<file path="config.mk">
export PLATFORM = sky130hd
export DESIGN_NAME = light_sensor_lux_conditioner_flat
export DESIGN_NICKNAME = d
export VERILOG_FILES = /design/src/hdl/lslc_pkg.sv /design/src/hdl/lslc_if.sv /design/src/hdl/lslc_div.sv /design/src/hdl/lslc_hist.sv /design/src/hdl/light_sensor_lux_conditioner.sv /design/src/flat_wrapper.sv
export SDC_FILE = /design/constraint.sdc
export NUM_CORES = 2
export LEC_CHECK = 0
export BUFFER_PORTS_ARGS = -buffer_cell sky130_fd_sc_hd__buf_2
export CAP_MARGIN = 25
export CORE_MARGIN = 2
export CORE_UTILIZATION = 60
export DETAILED_ROUTE_END_ITERATION = 12
export HOLD_SLACK_MARGIN = 0.1
export PLACE_DENSITY = 0.77
export SLEW_MARGIN = 15
export SYNTH_ARGS = -nofsm -noshare
export SYNTH_HDL_FRONTEND = slang
export SYNTH_SLANG_ARGS = --single-unit
</file>
<file path="constraint.sdc">
create_clock -name clk -period 7.65 [get_ports clk]
set_input_delay 0.3825 -clock clk [delete_from_list [all_inputs] [get_ports clk]]
set_output_delay 0.3825 -clock clk [all_outputs]
set_load 0.01 [all_outputs]
</file>
<file path="src/hdl/lslc_pkg.sv">
// Shared widths, constants and handshake structs of the lux conditioner.
`timescale 1ns / 1ps
package lslc_pkg;

  localparam int ADC_W        = 12;
  localparam int FULL_SCALE   = (1 << ADC_W) - 1;
  localparam int CNT_W        = 8;
  localparam int ACC_W        = ADC_W + CNT_W;
  localparam int REF_W        = 13;
  localparam int UV_W         = 23;
  localparam int LUX_W        = 24;
  localparam int MEAN_W       = 16;
  localparam int MEAN_FRAC    = 4;
  localparam int QUAL_W       = 7;
  localparam int DEN_W        = CNT_W + ADC_W;
  localparam int UV_PER_MV    = 1000;
  localparam int UV_PER_MV_W  = 10;
  localparam int PROD1_W      = ACC_W + REF_W;
  localparam int PROD2_W      = PROD1_W + UV_PER_MV_W;
  localparam int QK_W         = 7;
  localparam int QPROD_W      = ACC_W + QK_W;

  localparam int Q_SCALE      = 100;
  localparam int Q_LOW        = 50;
  localparam int Q_HIGH       = 80;
  localparam int Q_LOW_DIV    = 100;
  localparam int Q_HIGH_NUM   = 20;
  localparam int Q_HIGH_DEN   = 19;
  localparam int Q_HIGH_W     = 5;

  localparam int FILTER_DEPTH = 8;
  localparam int HIDX_W       = $clog2(FILTER_DEPTH);
  localparam int HSUM_W       = LUX_W + HIDX_W;

  localparam int DIV_W        = PROD2_W;
  localparam int DVS_W        = UV_W;
  localparam int STEP_W       = $clog2(DIV_W);

  localparam int CFG_IDX_W    = 2;
  localparam int CFG_DATA_W   = UV_W;

  localparam logic [CFG_IDX_W-1:0] REG_OVERSAMPLE  = 2'd0;
  localparam logic [CFG_IDX_W-1:0] REG_REFERENCE   = 2'd1;
  localparam logic [CFG_IDX_W-1:0] REG_DARK_OFFSET = 2'd2;
  localparam logic [CFG_IDX_W-1:0] REG_SENSITIVITY = 2'd3;

  localparam logic [CNT_W-1:0] OVS_RESET  = 8'd1;
  localparam logic [REF_W-1:0] REF_RESET  = 13'd3300;
  localparam logic [UV_W-1:0]  DARK_RESET = 23'd0;
  localparam logic [UV_W-1:0]  SENS_RESET = 23'd3300;

  localparam logic [LUX_W-1:0] LUX_MAX = {LUX_W{1'b1}};

  typedef struct packed {
    logic             start;
    logic [DIV_W-1:0] dividend;
    logic [DVS_W-1:0] divisor;
  } div_req_t;

  typedef struct packed {
    logic             done;
    logic [DIV_W-1:0] quotient;
  } div_rsp_t;

  typedef struct packed {
    logic             start;
    logic [LUX_W-1:0] lux;
  } hist_req_t;

  typedef struct packed {
    logic             done;
    logic [LUX_W-1:0] filtered;
  } hist_rsp_t;

endpackage

</file>
<file path="src/hdl/lslc_if.sv">
// Valid/ready channel interfaces for input codes, readings and register writes.
`timescale 1ns / 1ps
interface lslc_in_if;
  logic                      valid;
  logic                      ready;
  logic [lslc_pkg::ADC_W-1:0] adc_code;
  modport source (output valid, output adc_code, input ready);
  modport sink   (input valid, input adc_code, output ready);
endinterface

interface lslc_out_if;
  logic                        valid;
  logic                        ready;
  logic [lslc_pkg::MEAN_W-1:0] mean_code;
  logic [lslc_pkg::UV_W-1:0]   voltage_uv;
  logic [lslc_pkg::LUX_W-1:0]  filtered_lux;
  logic [lslc_pkg::QUAL_W-1:0] quality;
  logic                        reading_valid;
  modport source (output valid, output mean_code, output voltage_uv, output filtered_lux,
                  output quality, output reading_valid, input ready);
  modport sink   (input valid, input mean_code, input voltage_uv, input filtered_lux,
                  input quality, input reading_valid, output ready);
endinterface

interface lslc_cfg_if;
  logic                            valid;
  logic                            ready;
  logic [lslc_pkg::CFG_IDX_W-1:0]  index;
  logic [lslc_pkg::CFG_DATA_W-1:0] data;
  modport source (output valid, output index, output data, input ready);
  modport sink   (input valid, input index, input data, output ready);
endinterface

</file>
<file path="src/hdl/lslc_div.sv">
// Restoring divider, one quotient bit per cycle, shared by all readings.
`timescale 1ns / 1ps
module lslc_div (
  input  logic               clk,
  input  logic               rst_n,
  input  lslc_pkg::div_req_t req,
  output lslc_pkg::div_rsp_t rsp
);
  import lslc_pkg::*;

  logic              busy_r;
  logic              done_r;
  logic [STEP_W-1:0] step_r;
  logic [DIV_W-1:0]  quo_r;
  logic [DVS_W-1:0]  rem_r;
  logic [DVS_W-1:0]  dvs_r;
  logic [DVS_W:0]    trial;
  logic [DVS_W:0]    diff;
  logic              fits;

  assign trial = {rem_r, quo_r[DIV_W-1]};
  assign diff  = trial - {1'b0, dvs_r};
  assign fits  = trial >= {1'b0, dvs_r};

  always_ff @(posedge clk) begin
    if (!rst_n) begin
      busy_r <= 1'b0;
      done_r <= 1'b0;
      step_r <= '0;
    end else begin
      done_r <= 1'b0;
      if (req.start) begin
        busy_r <= 1'b1;
        step_r <= '0;
      end else if (busy_r) begin
        step_r <= step_r + 1'b1;
        if (step_r == STEP_W'(DIV_W - 1)) begin
          busy_r <= 1'b0;
          done_r <= 1'b1;
        end
      end
    end
  end

  always_ff @(posedge clk) begin
    if (req.start) begin
      quo_r <= req.dividend;
      rem_r <= '0;
      dvs_r <= req.divisor;
    end else if (busy_r) begin
      quo_r <= {quo_r[DIV_W-2:0], fits};
      rem_r <= fits ? diff[DVS_W-1:0] : trial[DVS_W-1:0];
    end
  end

  assign rsp.done     = done_r;
  assign rsp.quotient = quo_r;

endmodule

</file>
<file path="src/hdl/lslc_hist.sv">
// Lux history ring in a synchronous memory with running sum and moving average.
`timescale 1ns / 1ps
module lslc_hist (
  input  logic                clk,
  input  logic                rst_n,
  input  lslc_pkg::hist_req_t req,
  output lslc_pkg::hist_rsp_t rsp
);
  import lslc_pkg::*;

  logic [LUX_W-1:0]        mem [FILTER_DEPTH];
  logic [FILTER_DEPTH-1:0] hvalid_r;
  logic [HIDX_W-1:0]       idx_r;
  logic [HIDX_W-1:0]       idx_nxt;
  logic [LUX_W-1:0]        rd_r;
  logic                    rd_ok_r;
  logic                    wr_r;
  logic                    done_r;
  logic [HSUM_W-1:0]       hsum_r;
  logic [HSUM_W-1:0]       hsum_nxt;
  logic [LUX_W-1:0]        old_lux;

  // never-written entries read as zero
  assign old_lux  = rd_ok_r ? rd_r : '0;
  assign hsum_nxt = hsum_r - HSUM_W'(old_lux) + HSUM_W'(req.lux);
  assign idx_nxt  = (idx_r == HIDX_W'(FILTER_DEPTH - 1)) ? '0 : idx_r + 1'b1;

  always_ff @(posedge clk) begin
    if (wr_r) begin
      mem[idx_r] <= req.lux;
    end
    rd_r <= mem[idx_r];
  end

  always_ff @(posedge clk) begin
    if (!rst_n) begin
      hvalid_r <= '0;
      idx_r    <= '0;
      rd_ok_r  <= 1'b0;
      wr_r     <= 1'b0;
      done_r   <= 1'b0;
      hsum_r   <= '0;
    end else begin
      rd_ok_r <= hvalid_r[idx_r];
      wr_r    <= req.start;
      done_r  <= wr_r;
      if (wr_r) begin
        hsum_r          <= hsum_nxt;
        hvalid_r[idx_r] <= 1'b1;
        idx_r           <= idx_nxt;
      end
    end
  end

  assign rsp.done     = done_r;
  assign rsp.filtered = LUX_W'(hsum_r / HSUM_W'(FILTER_DEPTH));

endmodule

</file>
<file path="src/hdl/light_sensor_lux_conditioner.sv">
// Top level: code accumulation, reading sequencer, config registers and output register.
//
// ADC codes are taken one per cycle while the block gathers a reading. The item that
// completes a reading starts a sequencer that runs four divisions (mean, voltage, lux,
// quality) on one shared bit-serial divider of 43 steps each, plus a read-modify-write
// of the lux history memory; the lux division is skipped when lux is forced to zero
// or full scale, and the block takes no code until the reading is loaded into the
// output register. A finished reading waits in that register, and gathering of the
// next reading goes on meanwhile. The history starts at zero after reset through
// per-entry valid bits, with no clearing pass. Register writes are taken at any time
// and are meant for idle periods.
`timescale 1ns / 1ps
module light_sensor_lux_conditioner (
  input  logic        clk,
  input  logic        rst_n,
  lslc_in_if.sink     in_if,
  lslc_out_if.source  out_if,
  lslc_cfg_if.sink    cfg_if
);
  import lslc_pkg::*;

  localparam logic [3:0] ST_IDLE = 4'd0;
  localparam logic [3:0] ST_PREP = 4'd1;
  localparam logic [3:0] ST_MEAN = 4'd2;
  localparam logic [3:0] ST_VOLT = 4'd3;
  localparam logic [3:0] ST_LUXS = 4'd4;
  localparam logic [3:0] ST_LUX  = 4'd5;
  localparam logic [3:0] ST_QS   = 4'd6;
  localparam logic [3:0] ST_QUAL = 4'd7;
  localparam logic [3:0] ST_HIST = 4'd8;
  localparam logic [3:0] ST_OUT  = 4'd9;

  logic [3:0]         state_r;
  logic [3:0]         state_nxt;

  logic [CNT_W-1:0]   ovs_r;
  logic [REF_W-1:0]   ref_r;
  logic [UV_W-1:0]    dark_r;
  logic [UV_W-1:0]    sens_r;

  logic [ACC_W-1:0]   acc_r;
  logic [CNT_W-1:0]   cnt_r;
  logic [ACC_W-1:0]   acc_inc;
  logic [CNT_W-1:0]   cnt_inc;
  logic [CNT_W-1:0]   target;
  logic               in_fire;
  logic               last_code;

  logic [ACC_W-1:0]   sum_r;
  logic [CNT_W-1:0]   n_r;
  logic [DEN_W-1:0]   denom_r;
  logic [PROD1_W-1:0] prod1_r;
  logic [PROD2_W-1:0] prod2_r;
  logic [QK_W-1:0]    qk_r;
  logic [QPROD_W-1:0] qprod_r;
  logic [QPROD_W-1:0] s100;
  logic [ACC_W+4:0]   s20;
  logic [ACC_W+4:0]   d19;

  logic [MEAN_W-1:0]  mean_r;
  logic [UV_W-1:0]    volt_r;
  logic [LUX_W-1:0]   lux_r;
  logic [QUAL_W-1:0]  qual_r;
  logic [UV_W-1:0]    comp;

  logic               out_valid_r;
  logic [MEAN_W-1:0]  out_mean_r;
  logic [UV_W-1:0]    out_volt_r;
  logic [LUX_W-1:0]   out_lux_r;
  logic [QUAL_W-1:0]  out_qual_r;
  logic               out_load;

  div_req_t  div_req;
  div_rsp_t  div_rsp;
  hist_req_t hist_req;
  hist_rsp_t hist_rsp;

  lslc_div u_div (
    .clk   (clk),
    .rst_n (rst_n),
    .req   (div_req),
    .rsp   (div_rsp)
  );

  lslc_hist u_hist (
    .clk   (clk),
    .rst_n (rst_n),
    .req   (hist_req),
    .rsp   (hist_rsp)
  );

  // configuration registers
  assign cfg_if.ready = 1'b1;

  always_ff @(posedge clk) begin
    if (!rst_n) begin
      ovs_r  <= OVS_RESET;
      ref_r  <= REF_RESET;
      dark_r <= DARK_RESET;
      sens_r <= SENS_RESET;
    end else if (cfg_if.valid) begin
      unique case (cfg_if.index)
        REG_OVERSAMPLE:  ovs_r  <= cfg_if.data[CNT_W-1:0];
        REG_REFERENCE:   ref_r  <= cfg_if.data[REF_W-1:0];
        REG_DARK_OFFSET: dark_r <= cfg_if.data[UV_W-1:0];
        REG_SENSITIVITY: sens_r <= cfg_if.data[UV_W-1:0];
      endcase
    end
  end

  // code gathering
  assign target    = (ovs_r == '0) ? CNT_W'(1) : ovs_r;
  assign in_if.ready = (state_r == ST_IDLE);
  assign in_fire   = in_if.valid && in_if.ready;
  assign acc_inc   = acc_r + ACC_W'(in_if.adc_code);
  assign cnt_inc   = cnt_r + 1'b1;
  assign last_code = cnt_inc >= target;

  always_ff @(posedge clk) begin
    if (!rst_n) begin
      acc_r <= '0;
      cnt_r <= '0;
    end else if (in_fire) begin
      acc_r <= last_code ? '0 : acc_inc;
      cnt_r <= last_code ? '0 : cnt_inc;
    end
  end

  always_ff @(posedge clk) begin
    if (in_fire && last_code) begin
      sum_r <= acc_inc;
      n_r   <= cnt_inc;
    end
  end

  // product pipeline; settles well before the mean division ends
  assign s100 = QPROD_W'(sum_r) * QPROD_W'(Q_LOW_DIV);
  assign s20  = (ACC_W+5)'(sum_r) * Q_HIGH_W'(Q_HIGH_NUM);
  assign d19  = (ACC_W+5)'(denom_r) * Q_HIGH_W'(Q_HIGH_DEN);

  always_ff @(posedge clk) begin
    denom_r <= DEN_W'(n_r) * DEN_W'(FULL_SCALE);
    prod1_r <= PROD1_W'(sum_r) * PROD1_W'(ref_r);
    prod2_r <= PROD2_W'(prod1_r) * PROD2_W'(UV_PER_MV);
    if (s20 > d19) begin
      qk_r <= QK_W'(Q_HIGH);
    end else if (s100 < QPROD_W'(denom_r)) begin
      qk_r <= QK_W'(Q_LOW);
    end else begin
      qk_r <= QK_W'(Q_SCALE);
    end
    qprod_r <= QPROD_W'(sum_r) * QPROD_W'(qk_r);
  end

  assign comp = volt_r - dark_r;

  // sequencer
  always_comb begin
    state_nxt        = state_r;
    div_req.start    = 1'b0;
    div_req.dividend = '0;
    div_req.divisor  = '0;
    hist_req.start   = 1'b0;
    hist_req.lux     = lux_r;
    out_load         = 1'b0;
    unique case (state_r)
      ST_IDLE: begin
        if (in_fire && last_code) begin
          state_nxt = ST_PREP;
        end
      end
      ST_PREP: begin
        div_req.start    = 1'b1;
        div_req.dividend = DIV_W'({sum_r, {MEAN_FRAC{1'b0}}});
        div_req.divisor  = DVS_W'(n_r);
        state_nxt        = ST_MEAN;
      end
      ST_MEAN: begin
        if (div_rsp.done) begin
          div_req.start    = 1'b1;
          div_req.dividend = prod2_r;
          div_req.divisor  = DVS_W'(denom_r);
          state_nxt        = ST_VOLT;
        end
      end
      ST_VOLT: begin
        if (div_rsp.done) begin
          state_nxt = ST_LUXS;
        end
      end
      ST_LUXS: begin
        if (volt_r <= dark_r || sens_r == '0) begin
          state_nxt = ST_QS;
        end else begin
          div_req.start    = 1'b1;
          div_req.dividend = DIV_W'({comp, {MEAN_FRAC{1'b0}}});
          div_req.divisor  = sens_r;
          state_nxt        = ST_LUX;
        end
      end
      ST_LUX: begin
        if (div_rsp.done) begin
          state_nxt = ST_QS;
        end
      end
      ST_QS: begin
        div_req.start    = 1'b1;
        div_req.dividend = DIV_W'(qprod_r);
        div_req.divisor  = DVS_W'(denom_r);
        state_nxt        = ST_QUAL;
      end
      ST_QUAL: begin
        if (div_rsp.done) begin
          hist_req.start = 1'b1;
          state_nxt      = ST_HIST;
        end
      end
      ST_HIST: begin
        if (hist_rsp.done) begin
          state_nxt = ST_OUT;
        end
      end
      ST_OUT: begin
        if (!out_valid_r || out_if.ready) begin
          out_load  = 1'b1;
          state_nxt = ST_IDLE;
        end
      end
      default: state_nxt = ST_IDLE;
    endcase
  end

  always_ff @(posedge clk) begin
    if (!rst_n) begin
      state_r <= ST_IDLE;
    end else begin
      state_r <= state_nxt;
    end
  end

  // result capture
  always_ff @(posedge clk) begin
    if (state_r == ST_MEAN && div_rsp.done) begin
      mean_r <= div_rsp.quotient[MEAN_W-1:0];
    end
    if (state_r == ST_VOLT && div_rsp.done) begin
      volt_r <= div_rsp.quotient[UV_W-1:0];
    end
    if (state_r == ST_LUXS) begin
      lux_r <= (volt_r <= dark_r) ? '0 : LUX_MAX;
    end
    if (state_r == ST_LUX && div_rsp.done) begin
      // saturate at full 24-bit scale
      lux_r <= (div_rsp.quotient[DIV_W-1:LUX_W] != '0) ? LUX_MAX
                                                       : div_rsp.quotient[LUX_W-1:0];
    end
    if (state_r == ST_QUAL && div_rsp.done) begin
      qual_r <= (div_rsp.quotient > DIV_W'(Q_SCALE)) ? QUAL_W'(Q_SCALE)
                                                      : div_rsp.quotient[QUAL_W-1:0];
    end
  end

  // output register
  always_ff @(posedge clk) begin
    if (!rst_n) begin
      out_valid_r <= 1'b0;
    end else if (out_load) begin
      out_valid_r <= 1'b1;
    end else if (out_if.ready) begin
      out_valid_r <= 1'b0;
    end
  end

  always_ff @(posedge clk) begin
    if (out_load) begin
      out_mean_r <= mean_r;
      out_volt_r <= volt_r;
      out_lux_r  <= hist_rsp.filtered;
      out_qual_r <= qual_r;
    end
  end

  assign out_if.valid         = out_valid_r;
  assign out_if.mean_code     = out_mean_r;
  assign out_if.voltage_uv    = out_volt_r;
  assign out_if.filtered_lux  = out_lux_r;
  assign out_if.quality       = out_qual_r;
  assign out_if.reading_valid = 1'b1;

  // checks
  a_div_done_in_wait: assert property (@(posedge clk) disable iff (!rst_n)
      div_rsp.done |-> (state_r == ST_MEAN || state_r == ST_VOLT ||
                        state_r == ST_LUX || state_r == ST_QUAL))
    else $error("divider finished outside a waiting state");

  a_hist_done_in_hist: assert property (@(posedge clk) disable iff (!rst_n)
      hist_rsp.done |-> state_r == ST_HIST)
    else $error("history update finished outside its state");

  a_cnt_bounded: assert property (@(posedge clk) disable iff (!rst_n)
      cnt_r != {CNT_W{1'b1}})
    else $error("sample counter reached its ceiling");

  a_quality_range: assert property (@(posedge clk) disable iff (!rst_n)
      out_valid_r |-> out_qual_r <= QUAL_W'(Q_SCALE))
    else $error("quality above 100");

  a_load_only_free: assert property (@(posedge clk) disable iff (!rst_n)
      (out_valid_r && !out_if.ready) |=> $stable(out_lux_r))
    else $error("reading overwritten before it was taken");

endmodule
</file>
<file path="src/flat_wrapper.sv">
// flat-port wrapper written by rule: the top's interface ports become plain ports
module light_sensor_lux_conditioner_flat import lslc_pkg::*;
  (clk, rst_n, in_if_valid, in_if_adc_code, in_if_ready, out_if_valid, out_if_mean_code, out_if_voltage_uv, out_if_filtered_lux, out_if_quality, out_if_reading_valid, out_if_ready, cfg_if_valid, cfg_if_index, cfg_if_data, cfg_if_ready);
  lslc_in_if in_if_i ();
  lslc_out_if out_if_i ();
  lslc_cfg_if cfg_if_i ();
  input  logic clk;
  input  logic rst_n;
  input wire logic [$bits(in_if_i.valid)-1:0] in_if_valid;
  input wire logic [$bits(in_if_i.adc_code)-1:0] in_if_adc_code;
  output wire logic [$bits(in_if_i.ready)-1:0] in_if_ready;
  output wire logic [$bits(out_if_i.valid)-1:0] out_if_valid;
  output wire logic [$bits(out_if_i.mean_code)-1:0] out_if_mean_code;
  output wire logic [$bits(out_if_i.voltage_uv)-1:0] out_if_voltage_uv;
  output wire logic [$bits(out_if_i.filtered_lux)-1:0] out_if_filtered_lux;
  output wire logic [$bits(out_if_i.quality)-1:0] out_if_quality;
  output wire logic [$bits(out_if_i.reading_valid)-1:0] out_if_reading_valid;
  input wire logic [$bits(out_if_i.ready)-1:0] out_if_ready;
  input wire logic [$bits(cfg_if_i.valid)-1:0] cfg_if_valid;
  input wire logic [$bits(cfg_if_i.index)-1:0] cfg_if_index;
  input wire logic [$bits(cfg_if_i.data)-1:0] cfg_if_data;
  output wire logic [$bits(cfg_if_i.ready)-1:0] cfg_if_ready;
  assign in_if_i.valid = in_if_valid;
  assign in_if_i.adc_code = in_if_adc_code;
  assign in_if_ready = in_if_i.ready;
  assign out_if_valid = out_if_i.valid;
  assign out_if_mean_code = out_if_i.mean_code;
  assign out_if_voltage_uv = out_if_i.voltage_uv;
  assign out_if_filtered_lux = out_if_i.filtered_lux;
  assign out_if_quality = out_if_i.quality;
  assign out_if_reading_valid = out_if_i.reading_valid;
  assign out_if_i.ready = out_if_ready;
  assign cfg_if_i.valid = cfg_if_valid;
  assign cfg_if_i.index = cfg_if_index;
  assign cfg_if_i.data = cfg_if_data;
  assign cfg_if_ready = cfg_if_i.ready;
  light_sensor_lux_conditioner u_core (.clk(clk), .rst_n(rst_n), .in_if(in_if_i), .out_if(out_if_i), .cfg_if(cfg_if_i));
endmodule
</file>
==> flow_results.xml <==
<?xml version="1.0" encoding="UTF-8"?>
<metrics>
  <group name="cts">
    <metric name="clock_latency" unit="ns">0.64</metric>
    <metric name="cts_tree" unit="">done</metric>
    <metric name="cts-htree-levels" unit="">3</metric>
    <metric name="max-clock-path-buffers" unit="">3</metric>
    <metric name="post_cts_buffers" unit="">0</metric>
    <metric name="numClockSinks" unit="">746</metric>
    <metric name="tritoncts_buffer_count" unit="">81</metric>
    <metric name="path_clk_slew" unit="ns">0.06</metric>
    <metric name="clock-root-buffer" unit="">sky130_fd_sc_hd__clkbuf_16</metric>
  </group>
  <group name="floorplanning">
    <metric name="io-pin-count" unit="">116</metric>
    <metric name="core.rowCount" unit="">111</metric>
    <metric name="floorplan_core_area" unit="um^2">91800</metric>
    <metric name="start_util" unit="">0.605</metric>
    <metric name="dieWidth" unit="um">308</metric>
    <metric name="fp.dieArea" unit="um^2">95100</metric>
    <metric name="fp.dieH" unit="um">308</metric>
  </group>
  <group name="synth">
    <metric name="yosys.cell_types.count" unit="">87</metric>
    <metric name="synth-warning-count" unit="">0</metric>
    <metric name="synth-seq-cells" unit="">746</metric>
    <metric name="post_synth_inst_count" unit="">5431</metric>
    <metric name="synth.cell_area" unit="um^2">55600</metric>
    <metric name="synth-edff-count" unit="">426</metric>
    <metric name="synthesized_area_divided_by_synthesized_cell_count" unit="um^2">10.2</metric>
    <metric name="async_reset_ff_frac" unit="">0</metric>
    <metric name="postSynth.topFlopCell" unit="">sky130_fd_sc_hd__edfxtp_1</metric>
    <metric name="synth_seq_area_share" unit="">0.345</metric>
  </group>
  <group name="final_layout">
    <metric name="final.fill_count" unit="">6949</metric>
    <metric name="finalInstanceArea" unit="um^2">60400</metric>
    <metric name="area_used_by_multi_input_combinational_logic" unit="um^2">32200</metric>
    <metric name="num-nets-final" unit="">6579</metric>
    <metric name="synthToLayoutAreaGrowth" unit="%">8.69</metric>
    <metric name="layout-drive-gt1-share" unit="">0.0754</metric>
    <metric name="ff_latch_area" unit="um^2">19200</metric>
    <metric name="finish.utilization" unit="">0.658</metric>
  </group>
  <group name="route">
    <metric name="ant_nets" unit="">0</metric>
    <metric name="route.final.wire_length" unit="mm">134</metric>
    <metric name="wl_per_cell" unit="um">19.7</metric>
    <metric name="route.detailed.drc" unit="">0</metric>
    <metric name="drt-pass1-iter-count" unit="">6</metric>
    <metric name="detail_route.iter0.violations" unit="">3328</metric>
    <metric name="via_count" unit="">39700</metric>
    <metric name="post_drt_via_cell_ratio" unit="">5.81</metric>
  </group>
  <group name="sta">
    <metric name="timing.final.crit_period" unit="ns">6.36</metric>
    <metric name="fin_crit_sh" unit="">0.831</metric>
    <metric name="slew_violations" unit="">0</metric>
    <metric name="slew_headroom" unit="">0.285</metric>
    <metric name="clock_skew" unit="ns">0.0209</metric>
    <metric name="worst_slew_pin_slew" unit="ns">1.07</metric>
    <metric name="grt_setup_unrepaired" unit="">no</metric>
    <metric name="layout_setup_ws" unit="ns">1.29</metric>
    <metric name="totalNegativeSetupSlack" unit="ns">0</metric>
    <metric name="clock.fmax" unit="MHz">157</metric>
    <metric name="timing.final.setup_violations" unit="">0</metric>
    <metric name="hold_viol" unit="">0</metric>
  </group>
  <group name="global_route">
    <metric name="globalRoute.totalOverflow" unit="">0</metric>
    <metric name="grt_antenna_before_repair" unit="">7</metric>
    <metric name="grt_pass1_vias" unit="">39900</metric>
    <metric name="grt_pass1_wl" unit="mm">215</metric>
    <metric name="globalRoute.busiestLayer" unit="">met2</metric>
    <metric name="grt_start_max_net_pins" unit="">79</metric>
    <metric name="globalRouteMet2Util" unit="">0.480</metric>
    <metric name="grt.total_usage" unit="">0.290</metric>
    <metric name="grt.met1_usage" unit="">0.387</metric>
    <metric name="grt.met3_usage" unit="">0.0391</metric>
  </group>
  <group name="worst_setup_path">
    <metric name="critical_path.max_stage_delay" unit="ns">1.01</metric>
    <metric name="cp_data_required_time" unit="ns">8.17</metric>
    <metric name="cp_cell_sequence" unit="">nand2_1, fa_1, fa_1, fa_1, inv_1, fa_1, inv_1, fa_1, inv_1, ha_1, a21oi_1, nor2b_1, o21ai_0, nand2b_1, a21oi_1, a21boi_0, o21a_1, o21ai_0, a211oi_1, o311ai_0</metric>
    <metric name="worst_setup_path_end_kind" unit="">flop</metric>
    <metric name="timing.setup.critical_path_class" unit="">flop to flop</metric>
    <metric name="library_cell_contributing_the_largest_single_delay_on_the_critical_path" unit="">sky130_fd_sc_hd__edfxtp_1</metric>
    <metric name="timing.critical_path.mode_cell" unit="">sky130_fd_sc_hd__fa_1</metric>
    <metric name="r2r_cells" unit="">20</metric>
    <metric name="critical_path.max_fanout" unit="">24</metric>
    <metric name="crit_path_start_kind" unit="">flop</metric>
    <metric name="critical_path_arrival" unit="ns">6.88</metric>
  </group>
  <group name="run">
    <metric name="drv_cap" unit="">0</metric>
  </group>
  <group name="hold_path">
    <metric name="whs_path_depth" unit="">3</metric>
    <metric name="hp-class" unit="">input pin to flop</metric>
  </group>
  <group name="placement">
    <metric name="gpl.final_weighted_congestion" unit="">0.917</metric>
    <metric name="number_of_buffers_inserted_by_port_buffering" unit="">113</metric>
    <metric name="dp_hpwl" unit="mm">99.5</metric>
    <metric name="dpl-instance-area" unit="um^2">57500</metric>
    <metric name="pre_cts_slack" unit="ns">1.44</metric>
  </group>
  <group name="status">
    <metric name="result_of_the_run" unit="">finished clean</metric>
  </group>
</metrics>
sequential cells by signal, indices dropped and copies added, names as in the netlist, 13 cells and up:
register / count
u_core.u_hist.mem: 192
u_core.u_div.quo_r: 43
u_core.prod2_r: 40
u_core.prod1_r: 33
u_core.u_hist.hsum_r: 27
u_core.qprod_r: 26
u_core.lux_r: 24
u_core.out_if.filtered_lux: 24
u_core.u_hist.rd_r: 24
u_core.dark_r: 23
u_core.out_if.voltage_uv: 23
u_core.sens_r: 23
u_core.u_div.dvs_r: 23
u_core.u_div.rem_r: 23
u_core.volt_r: 23
u_core.acc_r: 20
u_core.denom_r: 20
u_core.sum_r: 20
u_core.mean_r: 16
u_core.out_if.mean_code: 16
u_core.ref_r: 13
cell type report:
class | instances | share of cell area
Tap cell | 1243 | 0.0257
Sequential cell | 746 | 0.318
Inverter | 944 | 0.0587
Timing Repair Buffer | 180 | 0.0188
Multi-Input combinational cell | 3560 | 0.534
Clock inverter | 51 | 0.00922
Antenna cell | 2 | 0.0000828
Clock buffer | 99 | 0.0358
synth_stat cells, drive strengths merged (8+ instances only):
master / count / area, um^2
a211oi: 36 / 270
a222oi: 9 / 90.1
clkbuf: 164 / 616
mux2i: 32 / 320
nand3b: 9 / 67.6
o2111ai: 28 / 245
or2: 12 / 75.1
o21ai: 125 / 629
a41o: 8 / 81.3
mux2: 26 / 293
nand4: 29 / 181
a21o: 95 / 714
nor2: 250 / 938
o21a: 65 / 488
o211ai: 19 / 143
o31ai: 13 / 130
and3: 29 / 181
a21boi: 11 / 82.6
edfxtp: 426 / 12800
or3: 25 / 156
nand2b: 45 / 282
xnor2: 142 / 1240
a2111oi: 10 / 100
buf: 18 / 85.1
a22oi: 25 / 188
fa: 461 / 9230
a21oi: 238 / 1190
nand2: 528 / 1980
and2: 207 / 1300
o21bai: 30 / 229
inv: 943 / 3540
dfxtp: 320 / 6410
nand3: 79 / 395
nor2b: 32 / 200
a22o: 34 / 298
nor3: 58 / 290
mux4: 50 / 1130
a311oi: 20 / 175
xor2: 71 / 622
a31oi: 24 / 150
nor4: 29 / 181
ha: 563 / 7040
final timing paths:
path / from / to / slack, ns
worst min-delay path: cfg_if_data[7] / u_core.dark_r[7]$_SDFFE_PN0P_ / 0.14
worst max-delay path: u_core.sum_r[5]$_DFFE_PP_ / u_core.prod1_r[22]$_DFF_P_ / 1.29
worst max register to register: u_core.sum_r[5]$_DFFE_PP_ / u_core.prod1_r[22]$_DFF_P_ / 1.29
worst min register to register: u_core.mean_r[12]$_DFFE_PP_ / u_core.out_if.mean_code[12]$_DFFE_PP_ / 0.42
worst max-delay path, delay by kind of cell (launching register included):
family | cells | cell delay (ns)
AOI/OAI and AO/OA | 8 | 1.79
DFF | 1 | 1.01
buffers and inverters | 3 | 0.15
adders and majority gates | 6 | 2.93
and+or+nand+nor | 3 | 0.35
metal layers:
metal / routed length (um) / vias to the layer above
li1: - / 18400
met1: 55600 / 19600
met2: 63600 / 1442
met3: 9360 / 291
met4: 5600 / 8
met5: 42 / -
kinds of logic (layout without fill, tap and decap cells):
kind of cell,after synthesis,after routing,synth area share
buf+inv,1126,1274,0.0764
mux,108,108,0.0313
simple gates,1360,1360,0.116
flops,746,746,0.345
fa+ha+maj,1024,1024,0.293
compound gates,853,853,0.104
other cells,1,4,0.0000675
xor+xnor,213,213,0.0336
per-stage QoR:
| step | std cells | hold WS (ns) |
|---|---|---|
| after floorplan | 5432 | 0.400 |
| after global placement | 6652 | 0.405 |
| after detailed placement | 6654 | 0.405 |
| after CTS | 6822 | 0.103 |
| after global routing | 6823 | 0.117 |
| final | 6825 | 0.141 |
timing repair:
action	4_1_cts	5_1_grt
resized for setup	0	0
endpoints found under the setup margin	0	0
hold buffers	18	0
hold endpoints to repair	34	0
cell usage in the layout, fill, tap and decap left out, types with 79 or more instances in the layout:
| cell | instances |
|---|---|
| sky130_fd_sc_hd__a21o_1 | 94 |
| sky130_fd_sc_hd__a21oi_1 | 237 |
| sky130_fd_sc_hd__and2_1 | 206 |
| sky130_fd_sc_hd__buf_2 | 113 |
| sky130_fd_sc_hd__clkbuf_16 | 82 |
| sky130_fd_sc_hd__dfxtp_1 | 317 |
| sky130_fd_sc_hd__edfxtp_1 | 426 |
| sky130_fd_sc_hd__fa_1 | 461 |
| sky130_fd_sc_hd__ha_1 | 563 |
| sky130_fd_sc_hd__inv_1 | 941 |
| sky130_fd_sc_hd__nand2_1 | 527 |
| sky130_fd_sc_hd__nand3_1 | 79 |
| sky130_fd_sc_hd__nor2_1 | 242 |
| sky130_fd_sc_hd__o21ai_0 | 119 |
| sky130_fd_sc_hd__xnor2_1 | 142 |
Power is not shown: default switching activity piles up to over one toggle a cycle in this logic, so the estimate is an artifact.
